==> src/rtl/lrf_pkg.sv <==
`default_nettype none

package lrf_pkg;

  // Defaults for the top-level parameters
  localparam int FRAME_COUNT_DEF = 8;
  localparam int PAGE_BITS_DEF   = 8;

  // Fixed field widths
  localparam int AGE_W         = 16;
  localparam int FAULT_W       = 16;
  localparam int FRAME_IDX_W   = 3;
  localparam int EV_PAGE_W     = 8;

  localparam logic [AGE_W-1:0]   AGE_MAX   = {AGE_W{1'b1}};
  localparam logic [FAULT_W-1:0] FAULT_MAX = {FAULT_W{1'b1}};

  // Configuration port
  localparam int CFG_DATA_W = 32;
  localparam int CFG_ADDR_W = 3;
  localparam int REG_IDX_W  = CFG_ADDR_W - 2;

  localparam logic [REG_IDX_W-1:0] REG_POLICY_MODE = '0;

  localparam logic POLICY_LRU  = 1'b0;
  localparam logic POLICY_FIFO = 1'b1;

  typedef enum logic [1:0] {
    ST_IDLE,
    ST_SCAN,
    ST_COMMIT
  } lrf_state_e;

  // Control of the shared compare unit
  typedef struct packed {
    logic clear;
    logic step;
  } scan_ctl_t;

endpackage

`default_nettype wire

==> src/rtl/lrf_frame_mem.sv <==
`default_nettype none

module lrf_frame_mem #(
  parameter int FRAME_COUNT = lrf_pkg::FRAME_COUNT_DEF,
  parameter int PAGE_BITS   = lrf_pkg::PAGE_BITS_DEF
) (
  input  wire logic                          clk_i,
  input  wire logic [$clog2(FRAME_COUNT)-1:0] rd_addr_i,
  output logic      [PAGE_BITS-1:0]          rd_page_o,
  output logic      [lrf_pkg::AGE_W-1:0]     rd_age_o,
  input  wire logic                          age_we_i,
  input  wire logic [$clog2(FRAME_COUNT)-1:0] age_waddr_i,
  input  wire logic [lrf_pkg::AGE_W-1:0]     age_wdata_i,
  input  wire logic                          page_we_i,
  input  wire logic [$clog2(FRAME_COUNT)-1:0] page_waddr_i,
  input  wire logic [PAGE_BITS-1:0]          page_wdata_i
);

  logic [PAGE_BITS-1:0]      page_mem [FRAME_COUNT];
  logic [lrf_pkg::AGE_W-1:0] age_mem  [FRAME_COUNT];

  always_ff @(posedge clk_i) begin
    if (page_we_i) begin
      page_mem[page_waddr_i] <= page_wdata_i;
    end
    rd_page_o <= page_mem[rd_addr_i];
  end

  always_ff @(posedge clk_i) begin
    if (age_we_i) begin
      age_mem[age_waddr_i] <= age_wdata_i;
    end
    rd_age_o <= age_mem[rd_addr_i];
  end

endmodule

`default_nettype wire

==> src/rtl/lrf_scan_unit.sv <==
`default_nettype none

module lrf_scan_unit #(
  parameter int FRAME_COUNT = lrf_pkg::FRAME_COUNT_DEF,
  parameter int PAGE_BITS   = lrf_pkg::PAGE_BITS_DEF
) (
  input  wire logic                           clk_i,
  input  wire logic                           rst_ni,
  input  wire lrf_pkg::scan_ctl_t             ctl_i,
  input  wire logic [$clog2(FRAME_COUNT)-1:0] idx_i,
  input  wire logic                           valid_i,
  input  wire logic [PAGE_BITS-1:0]           page_i,
  input  wire logic [lrf_pkg::AGE_W-1:0]      age_i,
  input  wire logic [PAGE_BITS-1:0]           ref_page_i,
  output logic                                hit_o,
  output logic                                evict_o,
  output logic      [$clog2(FRAME_COUNT)-1:0] target_o,
  output logic      [PAGE_BITS-1:0]           evict_page_o
);

  localparam int IDX_W = $clog2(FRAME_COUNT);

  logic                      found_q;
  logic                      space_q;
  logic [IDX_W-1:0]          found_idx_q;
  logic [IDX_W-1:0]          space_idx_q;
  logic [IDX_W-1:0]          old_idx_q;
  logic [lrf_pkg::AGE_W-1:0] old_age_q;
  logic [PAGE_BITS-1:0]      old_page_q;

  logic take_hit;
  logic take_space;
  logic take_old;

  assign take_hit   = ctl_i.step && !found_q && valid_i && (page_i == ref_page_i);
  assign take_space = ctl_i.step && !space_q && !valid_i;
  // strict compare keeps the lowest index among equal ages
  assign take_old   = ctl_i.step && ((idx_i == '0) || (age_i > old_age_q));

  always_ff @(posedge clk_i or negedge rst_ni) begin
    if (!rst_ni) begin
      found_q <= 1'b0;
      space_q <= 1'b0;
    end else if (ctl_i.clear) begin
      found_q <= 1'b0;
      space_q <= 1'b0;
    end else begin
      if (take_hit) begin
        found_q <= 1'b1;
      end
      if (take_space) begin
        space_q <= 1'b1;
      end
    end
  end

  always_ff @(posedge clk_i) begin
    if (take_hit) begin
      found_idx_q <= idx_i;
    end
    if (take_space) begin
      space_idx_q <= idx_i;
    end
    if (take_old) begin
      old_idx_q  <= idx_i;
      old_age_q  <= age_i;
      old_page_q <= page_i;
    end
  end

  always_comb begin
    priority if (found_q) begin
      target_o = found_idx_q;
    end else if (space_q) begin
      target_o = space_idx_q;
    end else begin
      target_o = old_idx_q;
    end
  end

  assign hit_o        = found_q;
  assign evict_o      = !found_q && !space_q;
  assign evict_page_o = old_page_q;

endmodule

`default_nettype wire

==> src/rtl/page_replacement_lru_fifo.sv <==
// Page replacement unit, LRU or FIFO policy, over FRAME_COUNT frames.
//
// Input channel: in_valid_i / in_stall_o carry one page reference word
// (page_number_i). Output channel: out_valid_o / out_stall_i carry one
// result word per reference: hit, frame used, evicted page and the
// saturating fault count. A word moves when valid is high and stall low.
// policy_mode sits at APB byte address 0 (0 LRU, 1 FIFO); write it only
// while no reference is in flight.
//
// One compare unit walks the frames one per cycle out of a frame memory
// with registered read: the frame reads are issued in turn, each is compared
// once its read data returns, then the commit step writes the target frame.
// A new reference is not taken until the last one has committed: in_stall_o
// is high from acceptance until the commit cycle is done.
// A stalled result is held in the output register; the next reference may
// be accepted and scanned meanwhile, and its commit waits for the register.
// Reset empties all frames, clears the fault count and selects LRU; the
// memories need no clearing since an empty frame's page and age are never
// used and a load writes both.
`default_nettype none

module page_replacement_lru_fifo #(
  parameter int FRAME_COUNT = lrf_pkg::FRAME_COUNT_DEF,
  parameter int PAGE_BITS   = lrf_pkg::PAGE_BITS_DEF
) (
  input  wire logic                               clk_i,
  input  wire logic                               rst_ni,
  // reference in
  input  wire logic                               in_valid_i,
  output logic                                    in_stall_o,
  input  wire logic [PAGE_BITS-1:0]               page_number_i,
  // result out
  output logic                                    out_valid_o,
  input  wire logic                               out_stall_i,
  output logic                                    hit_o,
  output logic      [lrf_pkg::FRAME_IDX_W-1:0]    frame_index_o,
  output logic                                    evicted_valid_o,
  output logic      [lrf_pkg::EV_PAGE_W-1:0]      evicted_page_o,
  output logic      [lrf_pkg::FAULT_W-1:0]        fault_count_o,
  // configuration
  input  wire logic                               psel,
  input  wire logic                               penable,
  input  wire logic                               pwrite,
  input  wire logic [lrf_pkg::CFG_ADDR_W-1:0]     paddr,
  input  wire logic [lrf_pkg::CFG_DATA_W-1:0]     pwdata,
  output logic      [lrf_pkg::CFG_DATA_W-1:0]     prdata,
  output logic                                    pready
);

  localparam int IDX_W = $clog2(FRAME_COUNT);
  localparam logic [IDX_W-1:0] LAST_IDX = IDX_W'(FRAME_COUNT - 1);

  lrf_pkg::lrf_state_e state_q, state_d;

  logic [PAGE_BITS-1:0]        ref_page_q, ref_page_d;
  logic [IDX_W-1:0]            issue_idx_q, issue_idx_d;
  logic                        issue_done_q, issue_done_d;
  logic                        cmp_vld_q, cmp_vld_d;
  logic [IDX_W-1:0]            cmp_idx_q, cmp_idx_d;
  logic [FRAME_COUNT-1:0]      valid_q, valid_d;
  logic [lrf_pkg::FAULT_W-1:0] faults_q, faults_d;
  logic                        policy_q, policy_d;
  logic                        out_valid_q, out_valid_d;

  logic                            hit_q, hit_d;
  logic [lrf_pkg::FRAME_IDX_W-1:0] fidx_q, fidx_d;
  logic                            evv_q, evv_d;
  logic [lrf_pkg::EV_PAGE_W-1:0]   evp_q, evp_d;
  logic [lrf_pkg::FAULT_W-1:0]     fcnt_q, fcnt_d;

  // frame memory ports
  logic [PAGE_BITS-1:0]      rd_page;
  logic [lrf_pkg::AGE_W-1:0] rd_age;
  logic                      age_we;
  logic [IDX_W-1:0]          age_waddr;
  logic [lrf_pkg::AGE_W-1:0] age_wdata;
  logic                      page_we;

  // compare unit
  lrf_pkg::scan_ctl_t   scan_ctl;
  logic                 scan_hit;
  logic                 scan_evict;
  logic [IDX_W-1:0]     scan_target;
  logic [PAGE_BITS-1:0] scan_evict_page;

  logic                        apb_wr;
  logic                        reg_sel;
  logic [lrf_pkg::AGE_W-1:0]   age_inc;
  logic [lrf_pkg::FAULT_W-1:0] fault_inc;
  logic [IDX_W+lrf_pkg::FRAME_IDX_W-1:0] target_ext;
  logic [PAGE_BITS+lrf_pkg::EV_PAGE_W-1:0] evict_ext;

  lrf_frame_mem #(
    .FRAME_COUNT(FRAME_COUNT),
    .PAGE_BITS  (PAGE_BITS)
  ) u_mem (
    .clk_i       (clk_i),
    .rd_addr_i   (issue_idx_q),
    .rd_page_o   (rd_page),
    .rd_age_o    (rd_age),
    .age_we_i    (age_we),
    .age_waddr_i (age_waddr),
    .age_wdata_i (age_wdata),
    .page_we_i   (page_we),
    .page_waddr_i(scan_target),
    .page_wdata_i(ref_page_q)
  );

  lrf_scan_unit #(
    .FRAME_COUNT(FRAME_COUNT),
    .PAGE_BITS  (PAGE_BITS)
  ) u_scan (
    .clk_i       (clk_i),
    .rst_ni      (rst_ni),
    .ctl_i       (scan_ctl),
    .idx_i       (cmp_idx_q),
    .valid_i     (valid_q[cmp_idx_q]),
    .page_i      (rd_page),
    .age_i       (rd_age),
    .ref_page_i  (ref_page_q),
    .hit_o       (scan_hit),
    .evict_o     (scan_evict),
    .target_o    (scan_target),
    .evict_page_o(scan_evict_page)
  );

  assign apb_wr  = psel && penable && pwrite;
  assign reg_sel = (paddr[lrf_pkg::CFG_ADDR_W-1:2] == lrf_pkg::REG_POLICY_MODE);
  assign pready  = 1'b1;
  assign prdata  = reg_sel ? lrf_pkg::CFG_DATA_W'(policy_q) : '0;

  assign age_inc   = (rd_age == lrf_pkg::AGE_MAX) ? rd_age : rd_age + lrf_pkg::AGE_W'(1);
  assign fault_inc = (faults_q == lrf_pkg::FAULT_MAX) ? faults_q
                                                      : faults_q + lrf_pkg::FAULT_W'(1);
  assign target_ext = (IDX_W + lrf_pkg::FRAME_IDX_W)'(scan_target);
  assign evict_ext  = (PAGE_BITS + lrf_pkg::EV_PAGE_W)'(scan_evict_page);

  always_comb begin
    state_d      = state_q;
    ref_page_d   = ref_page_q;
    issue_idx_d  = issue_idx_q;
    issue_done_d = issue_done_q;
    cmp_vld_d    = 1'b0;
    cmp_idx_d    = cmp_idx_q;
    valid_d      = valid_q;
    faults_d     = faults_q;
    policy_d     = policy_q;
    out_valid_d  = out_valid_q;
    hit_d        = hit_q;
    fidx_d       = fidx_q;
    evv_d        = evv_q;
    evp_d        = evp_q;
    fcnt_d       = fcnt_q;
    scan_ctl     = '0;
    age_we       = 1'b0;
    age_waddr    = cmp_idx_q;
    age_wdata    = age_inc;
    page_we      = 1'b0;

    if (out_valid_q && !out_stall_i) begin
      out_valid_d = 1'b0;
    end

    if (apb_wr && reg_sel) begin
      policy_d = pwdata[0];
    end

    unique case (state_q)
      lrf_pkg::ST_IDLE: begin
        if (in_valid_i) begin
          ref_page_d     = page_number_i;
          issue_idx_d    = '0;
          issue_done_d   = 1'b0;
          scan_ctl.clear = 1'b1;
          state_d        = lrf_pkg::ST_SCAN;
        end
      end
      lrf_pkg::ST_SCAN: begin
        // issue one read per cycle, compare it in the next cycle
        if (!issue_done_q) begin
          cmp_vld_d = 1'b1;
          cmp_idx_d = issue_idx_q;
          if (issue_idx_q == LAST_IDX) begin
            issue_done_d = 1'b1;
          end else begin
            issue_idx_d = issue_idx_q + IDX_W'(1);
          end
        end
        if (cmp_vld_q) begin
          scan_ctl.step = 1'b1;
          // age every frame now; at commit the target age is cleared on a miss or an LRU hit
          age_we = 1'b1;
          if (cmp_idx_q == LAST_IDX) begin
            state_d = lrf_pkg::ST_COMMIT;
          end
        end
      end
      lrf_pkg::ST_COMMIT: begin
        // hold until the output register is free
        if (!out_valid_q || !out_stall_i) begin
          age_waddr = scan_target;
          age_wdata = '0;
          age_we    = !scan_hit || (policy_q == lrf_pkg::POLICY_LRU);
          if (!scan_hit) begin
            page_we              = 1'b1;
            valid_d[scan_target] = 1'b1;
            faults_d             = fault_inc;
          end
          hit_d       = scan_hit;
          fidx_d      = target_ext[lrf_pkg::FRAME_IDX_W-1:0];
          evv_d       = scan_evict;
          evp_d       = scan_evict ? evict_ext[lrf_pkg::EV_PAGE_W-1:0] : '0;
          fcnt_d      = scan_hit ? faults_q : fault_inc;
          out_valid_d = 1'b1;
          state_d     = lrf_pkg::ST_IDLE;
        end
      end
      default: begin
        state_d = lrf_pkg::ST_IDLE;
      end
    endcase
  end

  always_ff @(posedge clk_i or negedge rst_ni) begin
    if (!rst_ni) begin
      state_q      <= lrf_pkg::ST_IDLE;
      issue_idx_q  <= '0;
      issue_done_q <= 1'b0;
      cmp_vld_q    <= 1'b0;
      cmp_idx_q    <= '0;
      valid_q      <= '0;
      faults_q     <= '0;
      policy_q     <= lrf_pkg::POLICY_LRU;
      out_valid_q  <= 1'b0;
    end else begin
      state_q      <= state_d;
      issue_idx_q  <= issue_idx_d;
      issue_done_q <= issue_done_d;
      cmp_vld_q    <= cmp_vld_d;
      cmp_idx_q    <= cmp_idx_d;
      valid_q      <= valid_d;
      faults_q     <= faults_d;
      policy_q     <= policy_d;
      out_valid_q  <= out_valid_d;
    end
  end

  always_ff @(posedge clk_i) begin
    ref_page_q <= ref_page_d;
    hit_q      <= hit_d;
    fidx_q     <= fidx_d;
    evv_q      <= evv_d;
    evp_q      <= evp_d;
    fcnt_q     <= fcnt_d;
  end

  assign in_stall_o      = (state_q != lrf_pkg::ST_IDLE);
  assign out_valid_o     = out_valid_q;
  assign hit_o           = hit_q;
  assign frame_index_o   = fidx_q;
  assign evicted_valid_o = evv_q;
  assign evicted_page_o  = evp_q;
  assign fault_count_o   = fcnt_q;

endmodule

`default_nettype wire

==> config.mk <==
export PLATFORM = sky130hd
export DESIGN_NAME = page_replacement_lru_fifo
export DESIGN_NICKNAME = d
export VERILOG_FILES = /design/src/rtl/lrf_pkg.sv /design/src/rtl/lrf_frame_mem.sv /design/src/rtl/lrf_scan_unit.sv /design/src/rtl/page_replacement_lru_fifo.sv
export SDC_FILE = /design/constraint.sdc
export NUM_CORES = 1
export LEC_CHECK = 0
export BUFFER_PORTS_ARGS = -buffer_cell sky130_fd_sc_hd__buf_2
export CELL_PAD_IN_SITES_DETAIL_PLACEMENT = 1
export CELL_PAD_IN_SITES_GLOBAL_PLACEMENT = 1
export CORE_ASPECT_RATIO = 0.75
export CORE_MARGIN = 2
export CORE_UTILIZATION = 55
export DETAILED_ROUTE_END_ITERATION = 6
export PLACE_DENSITY_LB_ADDON = 0.1
export SETUP_SLACK_MARGIN = 0.3
export SLEW_MARGIN = 30
export SYNTH_ARGS = -nofsm -noshare
export SYNTH_HDL_FRONTEND = slang
export SYNTH_SLANG_ARGS = --single-unit
==> constraint.sdc <==
create_clock -name clk_i -period 7.49 [get_ports clk_i]
set_clock_uncertainty 0.05 [all_clocks]
set_input_delay 1.498 -clock clk_i [delete_from_list [all_inputs] [get_ports clk_i]]
set_output_delay 1.498 -clock clk_i [all_outputs]
set_load 0.05 [all_outputs]
## Word-level counts from Yosys, hierarchy flattened

Memories as Yosys holds them, arrays and structs flattened. A register that Yosys moved wholly into a read port is not among the register bits.
Cells that the tools add are included.

| operators by class | value |
|---|---|
| add/subtract/negate cells | 3 |
| order comparisons | 4 |
| equal/unequal tests | 13 |
| muxes and demuxes | 49 |
| bitwise gates (word level) | 5 |
| reduce and logical (&&, ||, !) cells | 33 |

Operator list:

| cell | count |
|---|---|
| $mux W16 | 5 |
| $add A16 B1 Y16 const B | 2 |
| $eq A16 B16 Y1 const B | 2 |
| $mux W1 | 27 |
| $mux W3 | 7 |
| $gt A16 B16 Y1 | 1 |
| $logic_and A1 B1 Y1 | 12 |
| $ne A2 B2 Y1 const B | 6 |
| $eq A8 B8 Y1 | 1 |
| $lt A3 B4 Y1 const B | 2 |
| $mux W2 | 4 |
| $or A8 B8 Y8 | 1 |
| $reduce_and A2 Y1 | 4 |
| $reduce_and A4 Y1 | 2 |
| $reduce_bool A2 Y1 | 4 |
| $eq A3 B3 Y1 const B | 2 |
| $pmux W2 S3 | 1 |
| $pmux W3 S2 | 1 |
| $logic_not A1 Y1 | 5 |
| $not A1 Y1 | 4 |
| $pmux W1 S2 | 2 |
| $add A3 B1 Y3 const B | 1 |
| $bmux W1 S3 | 1 |
| $demux W1 S3 | 1 |
| other kinds (7) | 9 |

| word-level totals | value |
|---|---|
| flip-flop bits (word level) | 108 |
| memory bits (writable) | 192 |
| input bits | 50 |
| output and inout port bits | 64 |
| logic and storage cells | 131 |
| memories kept | 2 |

Memories:

| memory | depth | bits a word | rd ports | clocked after memory_dff | write ports | line | RTL |
|---|---|---|---|---|---|---|---|
| u_mem.age_mem | 8 | 16 | 1 | 1 | 1 | lrf_frame_mem.sv:20 | `logic [lrf_pkg::AGE_W-1:0] age_mem [FRAME_COUNT];` |
| u_mem.page_mem | 8 | 8 | 1 | 1 | 1 | lrf_frame_mem.sv:19 | `logic [PAGE_BITS-1:0] page_mem [FRAME_COUNT];` |

## Logic depth before layout (Yosys ltp)

Gate-level depths: netlist (run 1).

| depth | value |
|---|---|
| depth in word-level cells | 7 |
| mapped depth | 8 |
| mapped depth without buffers | 7 |

## Modules after synthesis

A second synthesis (run 1) with hierarchy kept.

| second synthesis, totals | value |
|---|---|
| cell total of the unflattened synthesis | 830 |
| area, all modules | 13606.8 sq um |

Modules (own cells, without submodules):

| module | times used | cells each | area each (sq um) | sequential area each (sq um) |
|---|---|---|---|---|
| lrf_frame_mem | 1 | 327 | 7857.5 | 6246.0 |
| page_replacement_lru_fifo | 1 | 381 | 4092.7 | 2011.9 |
| lrf_scan_unit | 1 | 122 | 1656.6 | 1041.0 |

## Worst setup path before layout (run 1)

Ideal clock, no wire load.

| timing path | value |
|---|---|
| path kind | input port to flip-flop |
| from | input out_stall_i |
| to | memory u_mem.age_mem[0][0] (netlist bit), enable pin |
| library setup time | 0.430 ns |
| arrival | 3.941 ns |
| data required time | 7.010 ns |
| setup slack | 3.069 ns |
| cell stages on the path | 5 |
| path buffers | 2 |
| cell sequence | a21bo_2 -> buf_2 -> clkbuf_1 -> o21ai_0 -> nor4_1 |

| between the ends | value |
|---|---|
| longest elaborated chain between the ends | 6 |
| elaborated cells on any way between the ends | 8 |
| those cells by class | 6 x mux; 2 x reduce/logical |

RTL lines:

| element | line | RTL |
|---|---|---|
| start, declared | page_replacement_lru_fifo.sv:34 | `input wire logic out_stall_i,` |
| $logic_not A1 Y1 * | page_replacement_lru_fifo.sv:200 | `if (!out_valid_q \|\| !out_stall_i) begin` |
| $logic_or A1 B1 Y1 * | page_replacement_lru_fifo.sv:200 |  |
| $mux W1 | page_replacement_lru_fifo.sv:200 |  |
| $pmux W1 S2 | page_replacement_lru_fifo.sv:168 | `unique case (state_q)` |
| $mux W1 | lrf_frame_mem.sv:30 | `if (age_we_i) begin` |
| $mux W1 (not written as such) | lrf_frame_mem.sv:31 | `age_mem[age_waddr_i] <= age_wdata_i;` |
| end, declared | lrf_frame_mem.sv:20 |  |

Mark *: on every way between the ends. The rest lies on a longest branch, timed or not.

## Final worst setup path (run 1)

| timing path | value |
|---|---|
| from | input out_stall_i |
| to | memory u_mem.age_mem[4][10] (netlist bit), enable pin |

The elaborated chain is that of the path after synthesis.

==> impl_metrics.toml, run 1 <==
[outcome]
status = "completed"

[cells_and_area]
area_delta_synth_final_pct = 11.72
fin_cells = 1230
multi_input_area_um2 = 3864
fin_util_pct = 62.59
regArea_um2 = 9305
final.fill_count = 2166
layout-drive-gt1-share_pct = 24.03
diodes = 0
nets = 948

[sta]
setup_viol = 0
slew_headroom_pct = 36.84
max_slew.worst_pin.slew_ns = 0.9438
fmax_mhz = 273.8
hold_viol = 0
fin_crit_ns = 3.652
finalSetupTns_ns = 0
rsz0062_at_grt = "false"
fin_ws_ns = 3.838
maxSlewViolCount = 0
fin_crit_sh_pct = 48.76

[power_and_ir_drop]
p_leak_nw = 5.036
power_mw = 3.515
p_per_area_nw_per_um2 = 233.7
vdd_ir_drop_max_uv = 195.9

[die]
rows = 49
boundaryPins = 114
coreArea_um2 = 24030
initial_core_util_pct = 56.03
die-height_um = 139.5
dieArea_um2 = 25760
die_x_um = 184.7

[clocking]
cts_buffers = 30
cts_tree = "done"
clkTransAtPathRegs_ns = 0.06
clock_path_buffers = 3
cts_resized = 0
clkLatencyLatePin_ns = 0.57
holdBufCountCts = 0
htreeDepth = 1
cts-root-buf = "clkbuf_16"
clock_sinks = 324
post_cts_buffers = 0

[detailed_routing]
drt-initial-drc-count = 414
wl_per_cell_um = 23.35
drc = 0
vias = 7208
vias_per_cell = 5.860
ant_nets = 0
first_pass_iters = 6
finalWirelength_um = 28720

[synthesis]
syn_area_per_cell_um2 = 16.44
synth_most_common_cell = "edfxtp_1"
ys_types = 61
syn_inst = 819
synth_area_leaders = "edfxtp_1 (58%), mux4_2 (8.4%), dfrtp_1 (7.1%)"
syn_area_um2 = 13470
synth_edf_count = 262
ys_top_cells_by_count = "edfxtp_1 (262), mux4_2 (50), dfrtp_1 (38)"
ys_ff_latch = 324
yosys.area.top_type = "edfxtp_1"
yosys_warnings = 0
ys_seq_area_share_pct = 69.06
ys.flop_type = "edfxtp_1"
async_flop_share_pct = 11.73
yosysTopAreaCellShare_pct = 58.43

[grt]
first_global_vias = 7741
antenna_found_initial = 0
grtUsageTotal_pct = 23.20
grt_pass1_wl_um = 45400
grt_overflow_total = 0
grt_max_degree = 56

[min_path]
hp-start = "valid_q[3]"
hold_depth = 1
hp-class = "register to register"
whs_endpoint = "valid_q[3]"

[critical_path]
crit_arrival_ns = 3.82
cp-startpoint = "out_stall_i"
start_kind = "input pin"
reg2reg_depth = 6
crit_fanout = 55
required_ns = 7.66
r2r-start = "u_mem.rd_age_o[13]"
crit_type = "input pin to register"
reg2reg_setup_slack_ns = 4.11
reg2reg_to = "u_scan.old_idx_q[0]"
crit_path_end_kind = "register"

[placed_design]
gp_congestion = 0.7406
port_buffers = 48
dp_slack_ns = 3.284
dp_cells = 1174
place.detailed.hpwl_um = 18030

[run]
drv_cap = 0
per-layer routing:
layer	up-vias	global-route usage, %	part of all wire, %
li1	3232	-	-
met1	3749	35.12	46
met2	197	36.94	47
met3	30	3.324	5.1
met4	0	3.926	1.3
met5	-	0	0
worst max-delay path by stage:
| stage | to | slack, ns | cells past startpoint |
|---|---|---|---|
| global placement | u_mem.age_mem[6][13] | 3.45 | 7 |
| global route | u_mem.age_mem[4][10] | 3.68 | 7 |
| CTS | u_mem.age_mem[4][8] | 3.87 | 7 |
| floorplan | u_mem.age_mem[0][0] | 3.07 | 5 |
| finish | u_mem.age_mem[4][10] | 3.84 | 7 |
| detailed placement | u_mem.age_mem[4][13] | 3.28 | 7 |
cell type report:
class	count	area share, %
sequential	324	61.86
multi-input combinational	432	25.68
clock buffer	42	5.556
tap	331	2.753
timing repair buffer	61	2.345
clock inverter	14	1.156
inverter	26	0.6488
kinds of logic after synthesis:
family                   synth area share (%)
AO/OA/AOI/OAI                           4.386
multiplexers                            11.90
AND/OR/NAND/NOR                         6.793
flip-flops                              69.06
XOR/XNOR                                2.016
buffers and inverters                   3.652
other                                 0.05577
adder cells (fa/ha/maj)                 2.137
flip-flops by register name, indices dropped and copies added (netlist names), 2 cells and up:
| signal | count |
|---|---|
| u_scan.space_idx_q | 3 |
| u_mem.page_mem | 64 |
| frame_index_o | 3 |
| faults_q | 16 |
| valid_q | 8 |
| u_scan.old_age_q | 16 |
| cmp_idx_q | 3 |
| u_scan.evict_page_o | 8 |
| u_mem.rd_page_o | 8 |
| u_mem.age_mem | 128 |
| state_q | 2 |
| ref_page_q | 8 |
| u_mem.rd_age_o | 16 |
| u_scan.old_idx_q | 3 |
| issue_idx_q | 3 |
| fault_count_o | 16 |
| evicted_page_o | 8 |
| u_scan.found_idx_q | 3 |
report_power, final:
group / internal (mW) / leakage, nW / switching (mW)
Combinational: 0.00519 / 1.73 / 0.0446
Clock: 0.886 / 0.491 / 0.655
Sequential: 1.92 / 2.82 / 0.00196
through the flow:
step | hold slack [ns] | area, um2
6_report | 0.4346 | 15040
5_1_grt | 0.4477 | 15040
4_1_cts | 0.4339 | 15030
3_5_place_dp | 0.4075 | 14020
3_3_place_gp | 0.4051 | 13990
2_1_floorplan | 0.3777 | 13580
cell usage in the layout (no fill, tap or decap), drive strengths merged, types with 18 or more instances in the layout:
master  Yosys  layout
nor4       20      20
nand3      18      18
mux2       37      37
dfxtp      24      24
a21oi      22      22
mux4       50      50
ha         23      23
buf        50      61
clkbuf     17      42
xnor2      23      23
dfrtp      38      38
nor2       21      21
conb        2      32
nand2      34      34
edfxtp    262     262
inv        25      26
critical path, stage by stage:
cell and delay, ns:
buf_2 0.12, a21bo_2 0.35, inv_2 0.09, buf_4 0.53, a21boi_0 0.45, nor4_2 0.36
buf_4 0.36
(Power assumes the default switching activity.)
==> inputs of run 2 (changes only) <==
Settings changed: CORE_UTILIZATION 55 to 51.
Clock period 7.49 ns to 3.6 ns, I/O delays scaled along.
==> run 2 against run 1 <==
  * Power is 110% higher
  * Final area up 1.4%
  * Global-route usage down 1.2 points
  * Flip-flop and latch count unchanged
  * Combinational power up 110%
  * Wire length is 3.2% higher
  * Critical path type is now register to register
  * Critical endpoint is now u_mem.age_mem[6][4]
  * Largest power group unchanged
==> impl_metrics.toml, run 2 (same netlist as run 1, synthesis figures left out) <==
[detailed_routing]
vias_per_cell = 5.789
wl_per_cell_um = 23.51
drt-initial-drc-count = 599
vias = 7300
drc = 0
first_pass_iters = 5
ant_nets = 0
finalWirelength_um = 29640

[critical_path]
crit_type = "register to register"
reg2reg_depth = 4
required_ns = 3.82
start_kind = "register"
crit_arrival_ns = 3.23
crit_path_end_kind = "register"
crit_fanout = 8

[die]
boundaryPins = 114
die-height_um = 144.7
dieArea_um2 = 27730
coreArea_um2 = 25970
die_x_um = 191.6
rows = 51
initial_core_util_pct = 51.85

[cells_and_area]
reg.largest.list = "u_mem.age_mem: 128 flops, u_mem.page_mem: 64 flops"
largest_register_ffs = 128
multi_input_area_um2 = 3870
regArea_um2 = 9305
regMostFlops = "u_mem.age_mem"
area_delta_synth_final_pct = 13.23
nets = 965
final.fill_count = 2379
layout-drive-gt1-share_pct = 25.19
layout_commonest_cell = "edfxtp_1"
finalInstanceArea_um2 = 15250
fin_util_pct = 58.71
diodes = 0
final_cell_mix = "edfxtp_1 (262), mux4_2 (50), buf_2 (47)"

[clocking]
htreeDepth = 1
cts-root-buf = "clkbuf_16"
holdBufCountCts = 0
clock_path_buffers = 3
clkTransAtPathRegs_ns = 0.07
cts_buffers = 31
clock_sinks = 324
clkLatencyLatePin_ns = 0.58
cts_tree = "done"

[run]
drv_cap = 0

[grt]
first_global_vias = 7512
grt_overflow_total = 0
grt_max_degree = 44
grt_pass1_wl_um = 45390
grtUsageTotal_pct = 22.03
antenna_found_initial = 0

[placed_design]
port_buffers = 48
dpl-instance-area_um2 = 14140
place.detailed.hpwl_um = 18560
gp_congestion = 0.7839

[sta]
setup_viol = 0
hold_ws_ns = 0.08136
fmax_mhz = 331.3
slew_headroom_pct = 35.91
fin_crit_sh_pct = 83.85
maxSlewViolCount = 0
hold_viol = 0
max_slew.worst_pin.slew_ns = 0.9540
fin_crit_ns = 3.019
rsz0062_at_grt = "false"

[power_and_ir_drop]
vdd_ir_drop_max_uv = 532.0
p_leak_nw = 5.145
p_per_area_nw_per_um2 = 492.6

[outcome]
status = "completed"

[min_path]
hp-class = "input pin to async pin"
==> run 2: cell types whose count changed in the layout (fill, tap and decap cells not counted), sizes merged <==
cell | previous run | this run
buf | 61 | 77
bufinv | 3 | 5
clkbuf | 42 | 37
clkinv | 9 | 12
clkinvlp | 2 | 3
inv | 26 | 27
==> run 2: power breakdown <==
group / switching (mW) / internal (mW) / total [mW]
sequential: 0.00426 / 4.00 / 4.00
combinational: 0.0931 / 0.0108 / 0.104
clock: 1.42 / 1.98 / 3.40
==> run 2: area by class of cell <==
type	count	area share, %
Inverter	26	0.6401
Clock buffer	37	5.367
Timing Repair Buffer	77	3.151
Multi-Input combinational cell	432	25.38
Sequential cell	324	61.03
Tap cell	344	2.823
Clock inverter	21	1.608
==> run 2: per-layer routing <==
| layer | global-route usage [%] | up-vias | share of wire [%] |
|---|---|---|---|
| li1 | - | 3274 | - |
| met2 | 34.41 | 168 | 46 |
| met3 | 2.966 | 42 | 3.9 |
| met1 | 33.18 | 3816 | 48 |
| met4 | 5.223 | 0 | 2.0 |
| met5 | 0 | - | 0 |
==> run 2: worst max-delay path, cell delays in order (launching register included) <==
cell	delay [ns]
dfxtp_1	0.43
ha_1	0.29
nand4_1	0.40
or4_1	0.78
a211oi_1	0.76
==> run 2: path summary, 6_finish.rpt <==
check / startpoint / endpoint / slack (ns)
worst max-delay path: u_mem.rd_age_o[1] / u_mem.age_mem[6][4] / 0.58
worst min register to register: u_mem.rd_page_o[4] / u_scan.evict_page_o[4] / 0.39
min in group clk_i: page_number_i[2] / ref_page_q[2] / 0.27
max in group asynchronous: rst_ni / issue_idx_q[0] / 2.96
worst max register to register: u_mem.rd_age_o[1] / u_mem.age_mem[6][4] / 0.58
worst min-delay path: rst_ni / valid_q[3] / 0.08
==> run 2: metrics by stage <==
stage	total power, mW	worst slack (ns)	setup TNS, ns	cells
after floorplan	4.190	-0.06716	-4.957	849
after CTS	7.572	0.4785	0	1260
after global placement	4.184	0.7160	0	1202
after detailed placement	4.186	0.5350	0	1202
final	7.511	0.5813	0	1261
after global routing	7.701	0.3148	0	1261
==> run 2: what timing repair did <==
action,4_1_cts,5_1_grt
setup endpoints to repair,0,24
resized for setup,0,1
buffers inserted,0,0
